`src/rtl/bfsca_pkg.sv`:
```
package bfsca_pkg;

  localparam int unsigned ALIGN_BYTES_DEF   = 16;
  localparam int unsigned HEAP_GRANULES_DEF = 4096;
  localparam logic [31:0] HDR_BYTES         = 32'd4;
  localparam logic [31:0] HEAP_LIMIT_RST    = 32'd65536;
  localparam logic [32:0] SIZE_LIMIT        = 33'h0_8000_0000;

  localparam logic ACT_ALLOC = 1'b0;
  localparam logic ACT_FREE  = 1'b1;

  localparam logic REG_HEAP_BASE  = 1'b0;
  localparam logic REG_HEAP_LIMIT = 1'b1;

  typedef struct packed {
    logic        action;
    logic [31:0] request_bytes;
    logic [31:0] address;
  } bfsca_in_t;

  typedef struct packed {
    logic [31:0] result_address;
    logic        ok;
  } bfsca_out_t;

  typedef enum logic [3:0] {
    ST_IDLE,
    ST_CLR,
    ST_SCAN,
    ST_HEAD_WT,
    ST_NEXT_WT,
    ST_POP_WT,
    ST_BUMP,
    ST_FREE_RD,
    ST_FREE_WT,
    ST_FREE_NE,
    ST_FREE_HWT,
    ST_FREE_LINK,
    ST_DONE
  } bfsca_state_t;

endpackage

```
`src/rtl/bfsca_front.sv`:
```
module bfsca_front #(
  parameter int unsigned ALIGN_BYTES = bfsca_pkg::ALIGN_BYTES_DEF,
  parameter int unsigned GW          = 12
) (
  input  logic                 clk,
  input  logic                 rst_n,
  input  logic                 in_valid,
  output logic                 in_ready,
  input  bfsca_pkg::bfsca_in_t in_data,
  input  logic [31:0]          heap_base,
  output logic                 q_valid,
  input  logic                 q_ready,
  output logic                 q_action,
  output logic                 q_bad,
  output logic [32:0]          q_size,
  output logic [GW:0]          q_gran,
  output logic [31:0]          q_off
);
  import bfsca_pkg::*;

  localparam int unsigned AB = $clog2(ALIGN_BYTES);

  logic        v_r;
  logic        act_r, bad_r;
  logic [32:0] size_r;
  logic [GW:0] gran_r;
  logic [31:0] off_r;
  logic [32:0] sum;
  logic [32:0] rnd;
  logic [31:0] chunk;
  logic [32:0] g_full;

  assign in_ready = !v_r || q_ready;
  assign sum      = {1'b0, in_data.request_bytes} + {1'b0, HDR_BYTES}
                    + 33'(ALIGN_BYTES - 1);
  assign rnd      = (sum >> AB) << AB;
  assign g_full   = rnd >> AB;
  assign chunk    = in_data.address - HDR_BYTES;

  // A granule count too wide for its GW+1 bit field saturates to all ones, which no
  // class and no bump allocation can hold.
  always_ff @(posedge clk) begin
    if (!rst_n) begin
      v_r <= 1'b0;
    end else if (in_ready) begin
      v_r <= in_valid;
    end
    if (in_valid && in_ready) begin
      act_r  <= in_data.action;
      size_r <= rnd;
      gran_r <= (g_full[32:GW+1] != '0) ? {(GW+1){1'b1}} : g_full[GW:0];
      off_r  <= chunk - heap_base;
      if (in_data.action == ACT_ALLOC) begin
        bad_r <= (rnd >= SIZE_LIMIT);
      end else begin
        bad_r <= (in_data.address < HDR_BYTES) || (chunk < heap_base);
      end
    end
  end

  assign q_valid  = v_r;
  assign q_action = act_r;
  assign q_bad    = bad_r;
  assign q_size   = size_r;
  assign q_gran   = gran_r;
  assign q_off    = off_r;
endmodule

```
`config.mk`:
```
export PLATFORM = sky130hd
export DESIGN_NAME = bfsca_front
export DESIGN_NICKNAME = d
export VERILOG_FILES = /design/src/rtl/bfsca_pkg.sv /design/src/rtl/bfsca_front.sv
export SDC_FILE = /design/constraint.sdc
export NUM_CORES = 1
export LEC_CHECK = 0
export BUFFER_PORTS_ARGS = -buffer_cell sky130_fd_sc_hd__buf_2
export CORE_MARGIN = 4
export CORE_UTILIZATION = 30
export CTS_CLUSTER_DIAMETER = 60
export DETAILED_ROUTE_END_ITERATION = 8
export PLACE_DENSITY = 0.58
export RECOVER_POWER = 50
export SLEW_MARGIN = 20
export SYNTH_ARGS = -nofsm -noshare
export SYNTH_HDL_FRONTEND = slang
export SYNTH_SLANG_ARGS = --single-unit
```
`constraint.sdc`:
```
create_clock -name clk -period 3.5 [get_ports clk]
set_input_delay 0.175 -clock clk [delete_from_list [all_inputs] [get_ports clk]]
set_output_delay 0.175 -clock clk [all_outputs]
set_load 0.05 [all_outputs]
```
==> flow_summary_export.csv <==
group,metric,value,unit
worst_setup_path,critPathLaunchType,"primary input",
finish,antenna_cells,0,
route,first_pass_iters,4,
sta,rsz0062_at_grt,"false",
worst_setup_path,cp_max_fo,5,
clock_network,cts.path.max_buffers,2,
yosys,synth_cells,558,
placed_design,gp_congestion,0.893,
sta,drv_slew,77,
finish,multi_input_area,0.00303,mm²
finish,area_growth,29.6,%
route,drtIter0Drc,238,
finish,fillerInstances,1871,
sta,clock_skew,0.00857,ns
clock_network,cts-root-buf,"clkbuf_16",
route,wl_per_cell,14.8,µm
clock_network,postCtsResizedCells,0,
power_and_ir_drop,powerDensity,427,mW/mm²
finish,regArea,0.00230,mm²
worst_setup_path,cp_num_buf_inv,4,
yosys,yosysWarnings,0,
sta,holdWs,0.0940,ns
sta,fin_crit,3.11,ns
worst_setup_path,required,3.64,ns
die,io_pins,183,
clock_network,path_clk_slew,0.06,ns
yosys,synth-edff-count,76,
yosys,yosysMostFrequentCell,"edfxtp_1",
global_route,antenna_found_initial,0,
worst_setup_path,cp_top_family,"simple AND/OR/NAND/NOR gates",
die,die_x,145,µm
power_and_ir_drop,leakage,0.00307,µW
worst_setup_path,path_class,"in -> reg",
clock_network,postCtsHoldBufs,0,
yosys,yosysSeqAreaShare,0.411,
worst_setup_path,endpoint_kind,"flip-flop",
route,drc,0,
yosys,synth_area_per_cell,10.0,µm²
route,ant_nets,0,
die,start_util,0.309,
sta,timing.final.crit_share,0.890,
sta,slew_headroom,-0.188,
global_route,grt_start_max_net_pins,77,
power_and_ir_drop,total_power,3100,µW
worst_setup_path,cp_slowest_cell,"or4bb_1",
route,vias_per_cell,4.78,
sta,finalSetupViolCount,0,
clock_network,cts_num_sinks,77,
global_route,gr-total-overflow,0,
clock_network,cts_tree,"built",
sta,hold_violations,0,
worst_setup_path,cpPeakStageDelay,0.51,ns
yosys,yosys_most_used_dff,"edfxtp_1",
sta,tightest_slew,1.78,ns
clock_network,clk_latency,0.32,ns
clock_network,h-tree-depth,3,
status,status,"finished with violations",
yosys,synthesis.area,0.00561,mm²
clock_network,cts_made_buffers,9,
route,via_count,4866,
worst_setup_path,arrival,3.25,ns
yosys,yosysTopAreaCell,"edfxtp_1",
clock_network,post_cts_buffers,0,
global_route,grt_first_pass_wirelength,23200,µm
die,coreArea,0.0181,mm²
power_and_ir_drop,ir_worst_vdd,0.243,mV
placed_design,port_buffers,178,
finish,drive_gt1_frac,0.237,
yosys,ys_seq_elements,77,
sta,clock.fmax,321,MHz
die,dieArea,0.0209,mm²
global_route,first_global_vias,4713,
yosys,synth_cell_type_count,77,
status,failed_checks,"max-capacitance violations, max-slew violations",
min_path,min_path_type,"in -> reg",
placed_design,hpwl,12300,µm
die,fp.dieH,145,µm
yosys,synth_commonest_cells,"edfxtp_1, inv_1, nor2_1",
yosys,synthTopCellsByArea,"edfxtp_1, ha_1, xnor2_1",
die,num_rows,49,
yosys,synth.top_cell.area_share,0.407,
yosys,synthArstFlopShare,0,
global_route,grt_util_all_layers,0.138,
route,wirelength,15000,µm
sta,setup_tns,0,ns
job,maxCapViolCount,1,
finish,finalNetCount,918,
worst_setup_path,path_cells,"buf_2 > inv_1 > ha_1 > nor2b_1 > buf_4 > nand2_1 > nor4_1 > xor2_1 > ha_1 > a21o_1 > a31oi_4 > nor3_1 > buf_4 > o32ai_4 > a211oi_2 > or4bb_1 > o311ai_1",
-- worst paths after layout --
kind	start	slack, ns	cells after the start	to
worst max-delay path	in_data[2]	0.39	17	q_off[31]
worst min register to register	q_valid	0.54	2	q_valid
worst min-delay path	rst_n	0.09	2	q_valid
worst max register to register	q_valid	1.27	2	q_off[18]
-- state kept, by name, indices dropped and copies added (netlist names) --
register and flops:
q_action 1, q_bad 1, q_gran 13, q_off 32, q_size 29, q_valid 1
-- metrics by stage --
stage / cell area [µm²] / util / cells / setup WS (ns)
2_1_floorplan: 5620 / - / 561 / 0.236
3_3_place_gp: 7060 / 0.389 / 1001 / 0.0262
3_5_place_dp: 7060 / 0.389 / 1001 / 0.0622
4_1_cts: 7380 / 0.407 / 1017 / 0.383
5_1_grt: 7260 / 0.400 / 1017 / 0.0950
6_report: 7260 / 0.400 / 1017 / 0.386
-- per-layer routing --
layer	routed length, µm	global-route usage	share of wire	up-vias
met5	0	0	0	-
met2	7140	0.235	0.47	138
li1	-	-	-	2490
met1	7020	0.187	0.47	2229
met3	721	0.0171	0.048	9
met4	163	0.0324	0.011	0
-- power by group --
group / switching (µW) / total (µW) / leakage [µW] / internal, µW
Clock: 376 / 1010 / 0.000154 / 631
Sequential: 25.3 / 1150 / 0.000716 / 1120
Combinational: 642 / 949 / 0.00221 / 307
-- logic make-up after synthesis --
group	Yosys count	synth area share
adders and majority gates	34	0.0772
xor gates and xnor gates	68	0.106
muxes	2	0.00379
AOI/OAI and AO/OA	116	0.158
and+or+nand+nor	197	0.197
buffers and inverters	63	0.0471
other	1	0.000669
DFF	77	0.411
-- cell usage in the layout, fill, tap and decap left out, drive strengths merged, types with 5 or more instances in the layout --
| cell | Yosys | final |
|---|---|---|
| nor3 | 16 | 16 |
| nand3 | 15 | 15 |
| nor4 | 12 | 12 |
| o21a | 7 | 7 |
| and4 | 5 | 5 |
| ha | 33 | 33 |
| and3 | 11 | 11 |
| a21oi | 24 | 24 |
| nor2 | 42 | 42 |
| o2111ai | 9 | 9 |
| nand2b | 24 | 24 |
| inv | 51 | 53 |
| o211ai | 5 | 5 |
| o21ai | 15 | 15 |
| xor2 | 31 | 31 |
| a21boi | 5 | 5 |
| nor2b | 8 | 8 |
| a21o | 18 | 18 |
| nand4 | 10 | 10 |
| nand2 | 33 | 33 |
| buf | 10 | 143 |
| a31oi | 5 | 5 |
| clkbuf | 2 | 90 |
| xnor2 | 37 | 37 |
| a211oi | 6 | 6 |
| edfxtp | 76 | 76 |
-- layout make-up --
type / instances / area share
Multi-Input combinational cell: 421 / 0.417
Sequential cell: 77 / 0.317
Timing Repair Buffer: 223 / 0.155
Tap cell: 229 / 0.0395
Clock buffer: 10 / 0.0315
Inverter: 51 / 0.0264
Clock inverter: 6 / 0.0129
No activity file was read; power rests on OpenSTA's default activity.
